--- src/sv/ftspm_pkg.sv ---
`default_nettype none

package ftspm_pkg;

   localparam int VPAGE_ENTRIES_DEF = 4096;
   localparam int ADDR_BITS         = 48;

   localparam int VA_W    = 48;
   localparam int FRAME_W = 36;
   localparam int SHIFT_W = 5;
   localparam int FBITS_W = 6;
   localparam int COUNT_W = 64;

   localparam logic [COUNT_W-1:0] MIX_MUL     = 64'h9E37_79B9_7F4A_7C15;
   localparam int                 MIX_SHIFT_A = 7;
   localparam int                 MIX_SHIFT_B = 11;

   localparam logic [SHIFT_W-1:0] PAGE_SHIFT_RESET = 5'd12;
   localparam logic [FBITS_W-1:0] FRAME_BITS_RESET = 6'd20;

   localparam int CSR_INDEX_W = 4;
   localparam int CSR_DATA_W  = 6;

   localparam logic [CSR_INDEX_W-1:0] CSR_PAGE_SHIFT = 4'd0;
   localparam logic [CSR_INDEX_W-1:0] CSR_FRAME_BITS = 4'd1;

   // Physical addresses keep only the bits below ADDR_BITS.
   localparam logic [VA_W-1:0] ADDR_MASK = (ADDR_BITS >= VA_W) ? {VA_W{1'b1}} :
                                           VA_W'((64'd1 << ADDR_BITS) - 64'd1);

   typedef struct packed {
      logic [VA_W-1:0] phys_addr;
      logic            out_of_range;
      logic            newly_mapped;
   } result_type;

   // The offset is below the page size, so placing the frame above it is an OR.
   function automatic logic [VA_W-1:0] make_phys(input logic [FRAME_W-1:0] frame,
                                                 input logic [SHIFT_W-1:0] shift,
                                                 input logic [VA_W-1:0]    offset);
      logic [VA_W-1:0] placed;
      placed = VA_W'(frame) << shift;
      return (placed | offset) & ADDR_MASK;
   endfunction

endpackage

`default_nettype wire

--- src/sv/ftspm_mix.sv ---
`default_nettype none

module ftspm_mix
   import ftspm_pkg::*;
(
   input  wire logic               clock,
   input  wire logic               reset,
   input  wire logic               start,
   input  wire logic [COUNT_W-1:0] count,
   input  wire logic [FBITS_W-1:0] frame_bits,
   output logic                    done,
   output logic      [FRAME_W-1:0] frame
);

   typedef enum logic [4:0] {
      MX_IDLE = 5'b00001,
      MX_MUL0 = 5'b00010,
      MX_MUL1 = 5'b00100,
      MX_MUL2 = 5'b01000,
      MX_FIN  = 5'b10000
   } mix_state_type;

   localparam logic [31:0] MUL_LO = MIX_MUL[31:0];
   localparam logic [31:0] MUL_HI = MIX_MUL[63:32];

   mix_state_type      state_ff, state_in;
   logic [COUNT_W-1:0] x_ff, x_in;
   logic [COUNT_W-1:0] prod_ff, prod_in;
   logic [31:0]        op_a, op_b;
   logic [63:0]        mul_out;
   logic [COUNT_W-1:0] folded;
   logic [FBITS_W-1:0] used_bits;
   logic [FRAME_W-1:0] mask;

   // One 32x32 multiplier builds the low 64 bits of the product from three partial products in turn:
   // the full low partial product, then the low halves of the two cross terms.
   always_comb begin
      op_a = x_ff[31:0];
      op_b = MUL_LO;
      unique case (state_ff)
         MX_MUL1: op_a = x_ff[63:32];
         MX_MUL2: op_b = MUL_HI;
         default: ;
      endcase
   end

   assign mul_out = {32'd0, op_a} * {32'd0, op_b};

   always_comb begin
      state_in = state_ff;
      x_in     = x_ff;
      prod_in  = prod_ff;
      unique case (state_ff)
         MX_IDLE: begin
            if (start) begin
               x_in     = count ^ (count >> MIX_SHIFT_A);
               state_in = MX_MUL0;
            end
         end
         MX_MUL0: begin
            prod_in  = mul_out;
            state_in = MX_MUL1;
         end
         MX_MUL1: begin
            prod_in[63:32] = prod_ff[63:32] + mul_out[31:0];
            state_in       = MX_MUL2;
         end
         MX_MUL2: begin
            prod_in[63:32] = prod_ff[63:32] + mul_out[31:0];
            state_in       = MX_FIN;
         end
         MX_FIN: begin
            state_in = MX_IDLE;
         end
         default: state_in = MX_IDLE;
      endcase
   end

   always_ff @(posedge clock) begin
      if (reset) begin
         state_ff <= MX_IDLE;
      end else begin
         state_ff <= state_in;
      end
      x_ff    <= x_in;
      prod_ff <= prod_in;
   end

   assign folded    = prod_ff ^ (prod_ff >> MIX_SHIFT_B);
   assign used_bits = (frame_bits > FBITS_W'(FRAME_W)) ? FBITS_W'(FRAME_W) : frame_bits;
   assign mask      = ~({FRAME_W{1'b1}} << used_bits);

   assign done  = (state_ff == MX_FIN);
   assign frame = folded[FRAME_W-1:0] & mask;

endmodule

`default_nettype wire

--- config.mk ---
export PLATFORM = sky130hd
export DESIGN_NAME = ftspm_mix
export DESIGN_NICKNAME = d
export VERILOG_FILES = /design/src/sv/ftspm_pkg.sv /design/src/sv/ftspm_mix.sv
export SDC_FILE = /design/constraint.sdc
export NUM_CORES = 2
export LEC_CHECK = 0
export BUFFER_PORTS_ARGS = -buffer_cell sky130_fd_sc_hd__buf_4
export CAP_MARGIN = 0
export CORE_ASPECT_RATIO = 0.7
export CORE_MARGIN = 1
export CORE_UTILIZATION = 40
export DETAILED_ROUTE_END_ITERATION = 6
export GPL_ROUTABILITY_DRIVEN = 0
export PLACE_DENSITY = 0.53
export SYNTH_ARGS = -nofsm -noshare
export SYNTH_HDL_FRONTEND = slang
export SYNTH_SLANG_ARGS = --single-unit
--- constraint.sdc ---
create_clock -name clock -period 11.14 [get_ports clock]
set_clock_uncertainty 0.05 [all_clocks]
set_input_delay 3.342 -clock clock [delete_from_list [all_inputs] [get_ports clock]]
set_output_delay 3.342 -clock clock [all_outputs]
set_load 0.01 [all_outputs]
==> flow_metrics.env <==
export IMPL_fin_crit_ns=10.17
export IMPL_synth_top_cells_by_count="inv_1, fa_1, ha_1, nand2_1, xnor2_1"
export IMPL_num_antenna_cells=0
export IMPL_cts_buffers=17
export IMPL_synth_edff_count=111
export IMPL_ys_seq_area_frac=0.130
export IMPL_overflow=0
export IMPL_hp_class="flip-flop to flip-flop"
export IMPL_path_max_fanout=14
export IMPL_cts_tree="built"
export IMPL_port_buffers=109
export IMPL_dpl_hpwl_um=75200
export IMPL_slew_violations=0
export IMPL_die_width_um=309
export IMPL_synth_warnings=0
export IMPL_cp_slowest_stage_delay_ns=0.74
export IMPL_cp_start_kind="flip-flop"
export IMPL_ys_types=78
export IMPL_multi_input_area_mm2=0.0201
export IMPL_clk_latency_ns=0.43
export IMPL_tns_ns=0
export IMPL_grt_max_degree=67
export IMPL_grt_pass1_wl_um=127000
export IMPL_routedWlPerCell_um=22.9
export IMPL_synth_area_mm2=0.0264
export IMPL_start_util=0.406
export IMPL_synthCells=2701
export IMPL_core_area_mm2=0.0650
export IMPL_htreeDepth=4
export IMPL_cp_required_ns=11.26
export IMPL_async_reset_ff_frac=0
export IMPL_synth_seq_cells=116
export IMPL_relSlewSlack=0.252
export IMPL_cts_resized=0
export IMPL_num_io_pins=110
export IMPL_synth_flop_cell="edfxtp_1"
export IMPL_synth_top_area_frac=0.373
export IMPL_drive_gt1_frac=0.0690
export IMPL_fillCellCount=6368
export IMPL_cts_hold_buf=0
export IMPL_track_usage=0.259
export IMPL_tightest_slew_ns=1.09
export IMPL_dieArea_mm2=0.0670
export IMPL_vias=18900
export IMPL_final_setup_viol_count=0
export IMPL_placementRows=78
export IMPL_crit_arrival_ns=10.29
export IMPL_regArea_mm2=0.00343
export IMPL_root_buffer="clkbuf_16"
export IMPL_path_class="flip-flop to flip-flop"
export IMPL_first_pass_iters=5
export IMPL_area_growth_pct=9.53
export IMPL_ant_nets=0
export IMPL_dr_first_iter_drc_count=2038
export IMPL_final_area_mm2=0.0289
export IMPL_cts_sinks=116
export IMPL_hold_viol=0
export IMPL_placed_cell_area_mm2=0.0283
export IMPL_synth_avg_cell_area_um2=9.77
export IMPL_rsz0062_at_grt="no"
export IMPL_clockBufferDepth=2
export IMPL_antenna_found_initial=1
export IMPL_yosysMostFrequentCell="inv_1"
export IMPL_nets=3704
export IMPL_avgViaCountPerCell=5.12
export IMPL_end_kind="flip-flop"
export IMPL_die_y_um=217
export IMPL_cpMaxStageDelayCell="nor2_1"
export IMPL_synth_top_area_cell="fa_1"
export IMPL_fmax_mhz=98.3
export IMPL_period_share=0.913
export IMPL_cp_common_cell="fa_1"
export IMPL_status="completed"
export IMPL_post_cts_buffers=0
export IMPL_grt_pass1_vias=19800
export IMPL_synth_area_top_cells="fa_1, ha_1, edfxtp_1, inv_1, xnor2_1"
export IMPL_drc=0
export IMPL_cap_violations=0
export IMPL_wl_um=84500
export IMPL_clkTransAtPathRegs_ns=0.06
==> kinds of logic after synthesis <==
kind of cell | count (synthesis) | share of synthesized area
multiplexers | 22 | 0.00848
buffers and inverters | 790 | 0.113
AO/OA/AOI/OAI | 307 | 0.0729
adder cells (fa/ha/maj) | 830 | 0.533
AND/OR/NAND/NOR | 413 | 0.0683
flip-flops | 116 | 0.130
other | 2 | 0.000285
XOR/XNOR | 221 | 0.0733
==> sequential cells by signal, indices dropped and copies added (netlist names) <==
name / flops
state_ff: 5
x_ff: 64
prod_ff: 47
==> path summary, 6_finish.rpt <==
kind               startpoint           to  slack, ns  cells after the start
hold reg to reg   state_ff[1]  state_ff[2]       0.55                      2
hold / removal    state_ff[1]  state_ff[2]       0.55                      2
setup / recovery  state_ff[4]  prod_ff[40]       0.97                     30
setup reg to reg  state_ff[4]  prod_ff[40]       0.97                     30
==> critical path: cells and delay by family, from the launching register on <==
family / cells / cell delay (ns)
compound gates: 5 / 1.06
xor+xnor: 1 / 0.19
fa+ha+maj: 8 / 3.55
buf+inv: 7 / 1.36
flops: 1 / 0.34
simple gates: 9 / 3.31
==> final cells by class <==
| type | count | area share |
|---|---|---|
| inverter | 705 | 0.0915 |
| tap | 880 | 0.0381 |
| sequential | 116 | 0.119 |
| clock inverter | 11 | 0.00554 |
| multi-input combinational | 1824 | 0.695 |
| timing repair buffer | 137 | 0.0356 |
| clock buffer | 20 | 0.0151 |
==> layout by cell type, fill, tap and decap left out, types with 8 or more instances in the layout <==
master and count:
o21ai_0 79, xnor2_1 144, o21a_1 8, edfxtp_1 111
nor3_1 30, nand3_1 18, nand2b_1 15, conb_1 31
ha_1 338, nand2_1 166, inv_1 695, xor2_1 77
a21oi_1 107, mux2i_1 18, a21o_1 49, a31oi_1 9
nor2b_1 8, fa_1 492, nor2_1 136, buf_4 137
clkbuf_16 17
==> routing by layer <==
layer  part of all wire  GRT usage
met1               0.49      0.407
met5            0.00015          0
met3              0.085     0.0526
met2               0.42      0.372
met4              0.011     0.0315
==> stage by stage <==
step,instances,util,hold slack (ns),worst slack [ns]
floorplan,2730,-,0.450,2.86
global placement,3662,0.436,0.513,1.11
detailed placement,3662,0.436,0.531,1.06
CTS,3693,0.445,0.546,1.07
global route,3693,0.445,0.569,0.623
finish,3693,0.445,0.555,0.970
Power is left out: the tool's default activity adds up to more than one toggle a clock period on the data nets, which glitch-free logic cannot reach.
