## src/sv/ftspm_ram.sv

```systemverilog
`default_nettype none

module ftspm_ram #(
   parameter int WIDTH = 8,
   parameter int DEPTH = 16
) (
   input  wire logic                     clock,
   input  wire logic                     wr_en,
   input  wire logic [$clog2(DEPTH)-1:0] wr_addr,
   input  wire logic [WIDTH-1:0]         wr_data,
   input  wire logic                     rd_en,
   input  wire logic [$clog2(DEPTH)-1:0] rd_addr,
   output logic      [WIDTH-1:0]         rd_data
);

   logic [WIDTH-1:0] mem_ff [DEPTH];
   logic [WIDTH-1:0] rd_data_ff;

   always_ff @(posedge clock) begin
      if (wr_en) begin
         mem_ff[wr_addr] <= wr_data;
      end
      if (rd_en) begin
         rd_data_ff <= mem_ff[rd_addr];
      end
   end

   assign rd_data = rd_data_ff;

endmodule

`default_nettype wire

```

## config.mk

```make
export PLATFORM = sky130hd
export DESIGN_NAME = ftspm_ram
export DESIGN_NICKNAME = d
export VERILOG_FILES = /design/src/sv/ftspm_ram.sv
export SDC_FILE = /design/constraint.sdc
export NUM_CORES = 1
export LEC_CHECK = 0
export ABC_CLOCK_PERIOD_IN_PS = 6800
export BUFFER_PORTS_ARGS = -buffer_cell sky130_fd_sc_hd__clkbuf_2
export CAP_MARGIN = 15
export CORE_ASPECT_RATIO = 0.8
export CORE_UTILIZATION = 65
export CTS_CLUSTER_DIAMETER = 50
export CTS_CLUSTER_SIZE = 40
export DETAILED_ROUTE_END_ITERATION = 6
export GPL_ROUTABILITY_DRIVEN = 0
export HOLD_SLACK_MARGIN = 0.03
export PLACE_DENSITY = 0.84
export SKIP_CTS_REPAIR_TIMING = 1
export SLEW_MARGIN = 20
export SYNTH_ARGS = -nofsm -noshare
export SYNTH_HDL_FRONTEND = slang
export SYNTH_SLANG_ARGS = --single-unit
```

## constraint.sdc

```tcl
create_clock -name clock -period 6.8 [get_ports clock]
set_clock_uncertainty 0.15 [all_clocks]
set_input_delay 1.7 -clock clock [delete_from_list [all_inputs] [get_ports clock]]
set_output_delay 1.7 -clock clock [all_outputs]
set_load 0.005 [all_outputs]
```

==> results of run 1 <==
flip-flops by register name, summed over array words and instances (netlist names):
| name | count |
|---|---|
| mem_ff | 128 |
| rd_data | 8 |
stage by stage:
| step | utilization | cells |
|---|---|---|
| after floorplan | - | 229 |
| after global placement | 0.716 | 355 |
| after detailed placement | 0.716 | 355 |
| after CTS | 0.791 | 387 |
| after global routing | 0.791 | 387 |
| final | 0.791 | 387 |
critical path: stages:
cell and delay [ns]:
clkbuf_2 0.08, buf_4 0.47, mux4_1 0.63, a22oi_1 0.28, nand2_1 0.11
how the worst max path moves through the flow:
stage | startpoint | slack [ns] | to | depth (start not counted)
final | rd_addr[0] | 3.63 | rd_data[4] | 5
after global routing | rd_addr[0] | 3.53 | rd_data[4] | 5
after CTS | rd_addr[0] | 3.59 | rd_data[4] | 5
after detailed placement | rd_addr[0] | 3.10 | rd_data[4] | 5
after global placement | rd_addr[0] | 3.09 | rd_data[5] | 5
after floorplan | wr_addr[2] | 3.46 | mem_ff[0][0] | 2
logic make-up after synthesis:
logic type | count (synthesis) | synth area share
DFF | 136 | 0.781
muxes | 32 | 0.148
AOI/OAI and AO/OA | 16 | 0.0230
buffers and inverters | 10 | 0.0165
and+or+nand+nor | 35 | 0.0314
power by group:
part	internal (W)	switching (W)	leakage [nW]
Clock	0.000553	0.000327	0.277
Sequential	0.000945	0.00000609	1.24
Combinational	0.0000332	0.0000468	0.504
layout by cell type, fill, tap and decap left out:
master	synthesis	routed
a22oi_1	16	16
and2_1	1	1
and2b_1	1	1
buf_4	1	5
bufinv_16	0	3
clkbuf_1	0	1
clkbuf_16	0	16
clkbuf_2	0	26
clkbuf_8	0	1
clkinv_1	0	3
clkinv_2	0	3
clkinv_4	0	3
clkinvlp_4	0	2
edfxtp_1	136	136
mux4_1	14	14
mux4_2	18	18
nand2_1	9	9
nand2b_1	2	2
nand3_1	1	1
nand3b_1	2	2
nor2_1	13	13
nor2b_1	1	1
nor3_1	4	4
or3b_2	1	1
per-layer routing:
metal  wire length [um]  share of wire
met1               4030           0.41
met2               4850           0.50
met3                770          0.079
met4                127          0.013
met5                  0              0
layout make-up:
class                      instances  area, um2
sequential                       136       4080
fill                             401       1590
multi-input combinational         83       1060
clock buffer                      18        418
timing repair buffer              31        168
clock inverter                    14        158
tap                              105        131
==> flow_summary.toml, run 1 <==
[sta]
fin_setup_tns_ns = 0
holdWs_ns = 0.600
hold_viol = 0
fin_crit_sh = 0.467
fmax_ghz = 0.315
rsz0062_at_grt = "no"
min_period_ns = 3.17
max-slew-margin-rel = 0.383
drv_slew = 0
tightest_slew_ns = 0.923
setup_viol = 0
layout_setup_ws_ns = 3.63

[finish]
antenna-diode-count = 0
layout-drive-gt1-share = 0.277
final_net_count = 288
design_area_um2 = 6020
area_delta_synth_final_pct = 15.1

[clock_network]
clk_latency_ns = 0.52
clockBufferDepth = 2
numCtsBuffers = 17
clkSlewWorstSetupHoldPaths_ns = 0.06
htreeDepth = 4
root_buffer = "clkbuf_8"
cts.sinks = 136
cts_tree = "built"

[detailed_routing]
wl_per_cell_um = 25.3
drtAntennaViolNets = 0
drtPass1Iterations = 4
route.detailed.drc = 0
vias = 2498
dr.first_iter.drc_count = 208
viasPerCell = 6.45
wl_um = 9780

[worst_hold_path]
hp-class = "reg -> reg"
hold_depth = 3
hold_start = "mem_ff[11][1]"
worstHoldEndpoint = "rd_data[1]"

[worst_setup_path]
worst_ep_arrival_time_ns = 3.28
critPathRequiredTime_ns = 6.91
r2r_slack_ns = 5.10
reg2regPathDepth = 3
r2r_end = "rd_data[4]"
reg2reg_from = "mem_ff[9][4]"
crit_path_end_kind = "register"
crit_path_start_kind = "input pin"
crit_type = "in -> reg"
crit_fanout = 32

[synthesis]
yosysTopAreaCell = "edfxtp_1"
ys_top_cells_by_area = "edfxtp_1 (78%), mux4_2 (7.8%), mux4_1 (7.0%)"
synthFlopType = "edfxtp_1"
synth_cells = 229
seq_area_frac_synth = 0.781
synth_edf_count = 136
synthArstFlopShare = 0
postSynthRegisterBits = 136
synthTopCellsByCount = "edfxtp_1 (136), mux4_2 (18), a22oi_1 (16)"
yosysWarnings = 0
synth.most_common_cell = "edfxtp_1"
synth_area_um2 = 5230
synth_top_area_share = 0.781
ys_types = 18
syn_avg_cell_area_um2 = 22.8
syn_nets = 248

[die]
die_h_um = 82.2
die_w_um = 102
design.die.area_um2 = 8410
fp-row-count = 28
initial_core_util = 0.688
core_um2 = 7600
pin_count = 27

[global_routing]
overflow = 0
grtUsageMet3 = 0.0918
grt_pass1_wl_um = 14900
use_met1 = 0.368
use_met2 = 0.434
grt_usage = 0.278
grt_max_degree = 33
grt_busiest_layer = "met2"
grt_pass1_vias = 2534
antenna_found_initial = 0

[power]
powerDensity_nw_per_um2 = 318
p_total_w = 0.00191
leakagePower_nw = 2.02
vdd_drop_max_mv = 0.249

[placed_design]
io_buffers = 26
dp_hpwl_um = 5580
dp_worst_setup_slack_ns = 3.10
place_area_um2 = 5440

[status]
status = "complete, no violations"

[job]
drv_cap = 0
Power figures use the tool's default switching activity.
==> inputs of run 2 (changes only) <==
--- a/config.mk
+++ b/config.mk
@@ -5,17 +5,17 @@
 export SDC_FILE = /design/constraint.sdc
 export NUM_CORES = 1
 export LEC_CHECK = 0
-export ABC_CLOCK_PERIOD_IN_PS = 6800
+export ABC_CLOCK_PERIOD_IN_PS = 2700
 export BUFFER_PORTS_ARGS = -buffer_cell sky130_fd_sc_hd__clkbuf_2
 export CAP_MARGIN = 15
 export CORE_ASPECT_RATIO = 0.8
-export CORE_UTILIZATION = 65
+export CORE_UTILIZATION = 54
 export CTS_CLUSTER_DIAMETER = 50
 export CTS_CLUSTER_SIZE = 40
 export DETAILED_ROUTE_END_ITERATION = 6
 export GPL_ROUTABILITY_DRIVEN = 0
 export HOLD_SLACK_MARGIN = 0.03
-export PLACE_DENSITY = 0.84
+export PLACE_DENSITY = 0.74
 export SKIP_CTS_REPAIR_TIMING = 1
 export SLEW_MARGIN = 20
 export SYNTH_ARGS = -nofsm -noshare
==> constraint.sdc (replaced) <==
create_clock -name clock -period 2.7 [get_ports clock]
set_clock_uncertainty 0.15 [all_clocks]
set_input_delay 0.675 -clock clock [delete_from_list [all_inputs] [get_ports clock]]
set_output_delay 0.675 -clock clock [all_outputs]
set_load 0.005 [all_outputs]
==> flow_summary.toml, run 2 (synthesized netlist as in run 1, its figures left out) <==
[status]
status = "finished with violations"
violations = "DRC"

[worst_setup_path]
crit_path_start_kind = "input pin"
crit_path_end_kind = "register"
slowest_stage = "mux4_1"
r2r_end = "rd_data[4]"
crit_fanout = 16
crit_path_start = "rd_addr[0]"
worst_ep_arrival_time_ns = 1.99
crit_path_end = "rd_data[4]"
max_stage_delay_ns = 0.61
path_cells = "clkbuf_2, buf_12, mux4_1, a22oi_1, nand2_1"
critPathRequiredTime_ns = 2.69
r2r_slack_ns = 1.02
crit_type = "in -> reg"
reg2reg_from = "mem_ff[10][4]"
reg2regPathDepth = 3

[sta]
setup_viol = 0
tightest_slew_ns = 0.676
max-slew-margin-rel = 0.548
rsz0062_at_grt = "no"
fmax_ghz = 0.500
fin_crit_sh = 0.740
drv_slew = 0
hold_viol = 0
min_period_ns = 2.00
fin_setup_tns_ns = 0

[placed_design]
place_area_um2 = 5600
io_buffers = 26
dp_hpwl_um = 5990

[die]
design.die.area_um2 = 10100
core_um2 = 9230
pin_count = 27
die_w_um = 112
die_h_um = 90
initial_core_util = 0.566
fp-row-count = 31

[job]
drv_cap = 0

[global_routing]
grt_pass1_vias = 2513
antenna_found_initial = 0
grt_pass1_wl_um = 14600
grt_usage = 0.215
grt_max_degree = 33
overflow = 0

[clock_network]
cts.sinks = 136
root_buffer = "clkbuf_16"
htreeDepth = 4
clk_latency_ns = 0.41
clockBufferDepth = 2
clkSlewWorstSetupHoldPaths_ns = 0.05
cts_tree = "built"
numCtsBuffers = 17

[power]
p_total_w = 0.00491
leakagePower_nw = 2.12
vdd_drop_max_mv = 0.505
powerDensity_nw_per_um2 = 793

[detailed_routing]
viasPerCell = 5.96
drtPass1Iterations = 7
vias = 2444
wl_um = 9710
route.detailed.drc = 4
drtAntennaViolNets = 0
dr.first_iter.drc_count = 212
wl_per_cell_um = 23.7

[finish]
antenna-diode-count = 0
top_register = "mem_ff"
final_net_count = 303
design_area_um2 = 6190
layout_common_cells = "edfxtp_1 (136), clkbuf_2 (26), mux4_2 (18), clkbuf_16 (17), buf_4 (17)"
largest_register_ffs = 128
area_delta_synth_final_pct = 18.5
layout-drive-gt1-share = 0.305
final_common_cell = "edfxtp_1"

[worst_hold_path]
hp-class = "in -> reg"
[run 2: cell count changes in the layout (fill, tap and decap cells not counted), sizes merged]
cell | previous run | this run
clkbuf | 44 | 45
clkinv | 9 | 5
buf | 5 | 20
bufinv | 3 | 4
[run 2: worst max-delay path: cells and delay by family]
family	cells	cell delay, ns
buffers and inverters	2	0.32
AND/OR/NAND/NOR	1	0.08
AO/OA/AOI/OAI	1	0.29
multiplexers	1	0.61
[run 2: how the worst min path moves through the flow]
stage | endpoint | cells after the start | startpoint | slack [ns]
4_1_cts | rd_data[2] | 1 | rd_en | 0.52
5_1_grt | rd_data[7] | 1 | rd_en | 0.52
2_1_floorplan | rd_data[0] | 3 | mem_ff[7][0] | 0.55
3_5_place_dp | rd_data[3] | 3 | mem_ff[7][3] | 0.60
6_report | rd_data[7] | 1 | rd_en | 0.54
3_3_place_gp | rd_data[3] | 3 | mem_ff[7][3] | 0.57
[run 2: area by class of cell]
type / count / area, um2
tap: 115 / 144
clock buffer: 19 / 433
multi-input combinational: 83 / 1060
clock inverter: 11 / 156
timing repair buffer: 46 / 318
sequential: 136 / 4080
fill: 590 / 3040
[run 2: metal layers]
metal | part of all wire | GRT usage
met4 | 0.0082 | 0.0700
met2 | 0.46 | 0.299
met5 | 0 | 0
met3 | 0.093 | 0.0877
met1 | 0.44 | 0.313
[run 2: power breakdown]
group	switching, W	internal [W]
sequential	0.0000130	0.00238
clock	0.000778	0.00152
combinational	0.000124	0.0000955
[run 2: through the flow]
step                      utilization  setup WS (ns)  cells  hold slack, ns
after detailed placement        0.607          0.286    380           0.598
after global routing            0.671          0.683    410           0.521
after global placement          0.607          0.290    380           0.573
final                           0.671          0.701    410           0.540
after CTS                       0.671          0.722    410           0.524
after floorplan                     -          0.382    229           0.555
==> inputs of run 3 (changes only) <==
--- a/config.mk
+++ b/config.mk
@@ -5,17 +5,17 @@
 export SDC_FILE = /design/constraint.sdc
 export NUM_CORES = 1
 export LEC_CHECK = 0
-export ABC_CLOCK_PERIOD_IN_PS = 2700
+export ABC_CLOCK_PERIOD_IN_PS = 2000
 export BUFFER_PORTS_ARGS = -buffer_cell sky130_fd_sc_hd__clkbuf_2
 export CAP_MARGIN = 15
 export CORE_ASPECT_RATIO = 0.8
-export CORE_UTILIZATION = 54
+export CORE_UTILIZATION = 60
 export CTS_CLUSTER_DIAMETER = 50
 export CTS_CLUSTER_SIZE = 40
 export DETAILED_ROUTE_END_ITERATION = 6
 export GPL_ROUTABILITY_DRIVEN = 0
 export HOLD_SLACK_MARGIN = 0.03
-export PLACE_DENSITY = 0.74
+export PLACE_DENSITY = 0.78
 export SKIP_CTS_REPAIR_TIMING = 1
 export SLEW_MARGIN = 20
 export SYNTH_ARGS = -nofsm -noshare
==> constraint.sdc (replaced) <==
create_clock -name clock -period 2 [get_ports clock]
set_clock_uncertainty 0.15 [all_clocks]
set_input_delay 0.5 -clock clock [delete_from_list [all_inputs] [get_ports clock]]
set_output_delay 0.5 -clock clock [all_outputs]
set_load 0.005 [all_outputs]
==> flow_summary.toml, run 3 (synthesized netlist as in run 1, its figures left out) <==
[status]
status = "complete, no violations"

[die]
die_w_um = 106
pin_count = 27
core_um2 = 8480
initial_core_util = 0.616
die_h_um = 85.5
fp-row-count = 30
design.die.area_um2 = 9090

[global_routing]
antenna_found_initial = 1
overflow = 0
grt_usage = 0.253
grt_max_degree = 19
grt_pass1_wl_um = 15400
grt_pass1_vias = 2634

[job]
drv_cap = 0

[finish]
layout_common_cells = "edfxtp_1 (136), clkbuf_2 (26), mux4_2 (18), buf_4 (18)"
top_register = "mem_ff"
instances_no_fill = 410
final_net_count = 304
final_common_cell = "edfxtp_1"
largest_register_ffs = 128
area_delta_synth_final_pct = 18.8
design_area_um2 = 6210
antenna-diode-count = 0
layout-drive-gt1-share = 0.319

[sta]
drv_slew = 0
fmax_ghz = 0.577
min_period_ns = 1.73
tightest_slew_ns = 0.781
hold_viol = 0
max-slew-margin-rel = 0.478
fin_crit_sh = 0.867
rsz0062_at_grt = "no"
setup_viol = 0

[worst_setup_path]
crit_path_start_kind = "register"
critPathBufInv = 1
crit_path_end_kind = "output port"
slowest_stage = "edfxtp_1"
max_stage_delay_ns = 0.43
path_cells = "clkbuf_2"
crit_type = "reg -> out"
critPathRequiredTime_ns = 1.35
crit_fanout = 1
worst_ep_arrival_time_ns = 1.08
cp_top_family = "flip-flops"

[detailed_routing]
wl_per_cell_um = 24.7
drtAntennaViolNets = 0
route.detailed.drc = 0
wl_um = 10100
dr.first_iter.drc_count = 207
vias = 2543
viasPerCell = 6.20
drtPass1Iterations = 6

[placed_design]
dp_hpwl_um = 6190
io_buffers = 26
place_area_um2 = 5610
dp.cells = 378

[clock_network]
root_buffer = "clkbuf_8"
numCtsBuffers = 17
clockBufferDepth = 2
clkSlewWorstSetupHoldPaths_ns = 0.06
htreeDepth = 4
cts_tree = "built"
clk_latency_ns = 0.51
cts.sinks = 136

[worst_hold_path]
hp-class = "in -> reg"

[power]
powerDensity_nw_per_um2 = 1070
vdd_drop_max_mv = 0.794
leakagePower_nw = 2.12
[run 3: cell types whose count changed in the layout (fill, tap and decap cells not counted), sizes merged]
| cell | delta |
|---|---|
| clkinvlp | +1 |
| buf | +1 |
| clkbuf | -1 |
| clkinv | +2 |
[run 3: power by group]
part | internal [W] | total [W] | switching, W
logic | 0.000130 | 0.000300 | 0.000170
registers | 0.00321 | 0.00323 | 0.0000192
clock network | 0.00201 | 0.00311 | 0.00110
total | 0.00535 | 0.00664 | 0.00129
[run 3: per-stage QoR]
step / utilization / hold slack [ns] / worst slack (ns) / TNS, ns / power (W)
6_report: 0.732 / 0.266 / 0.266 / 0 / 0.00664
5_1_grt: 0.732 / 0.260 / 0.231 / 0 / 0.00681
3_3_place_gp: 0.662 / 0.590 / -0.207 / -1.31 / 0.00357
3_5_place_dp: 0.662 / 0.604 / -0.276 / -1.47 / 0.00359
4_1_cts: 0.732 / 0.244 / 0.251 / 0 / 0.00669
2_1_floorplan: - / 0.449 / 0.0676 / 0 / 0.00345
[run 3: routing by layer]
layer	GRT usage	share of wire	wire length, um
met1	0.346	0.42	4260
met2	0.381	0.50	5050
met5	0	0.0017	17
met3	0.0760	0.067	683
met4	0.120	0.013	129
[run 3: worst register-to-register path: stages (launching register included)]
cell	delay (ns)
edfxtp_1	0.37
mux4_2	0.48
a22oi_1	0.32
nand2_1	0.10
[run 3: area by class of cell]
class	instances	area [um2]
Clock buffer	18	418
Clock inverter	14	181
Fill cell	495	2270
Multi-Input combinational cell	83	1060
Sequential cell	136	4080
Tap cell	112	140
Timing Repair Buffer	47	325
[run 3: final timing paths]
kind            startpoint          to  slack, ns  depth (start not counted)
max reg2reg  mem_ff[11][7]  rd_data[7]       0.33                          3
min reg2reg   mem_ff[8][6]  rd_data[6]       0.62                          3
max             rd_data[7]  rd_data[7]       0.27                          1
min                  rd_en  rd_data[3]       0.27                          1
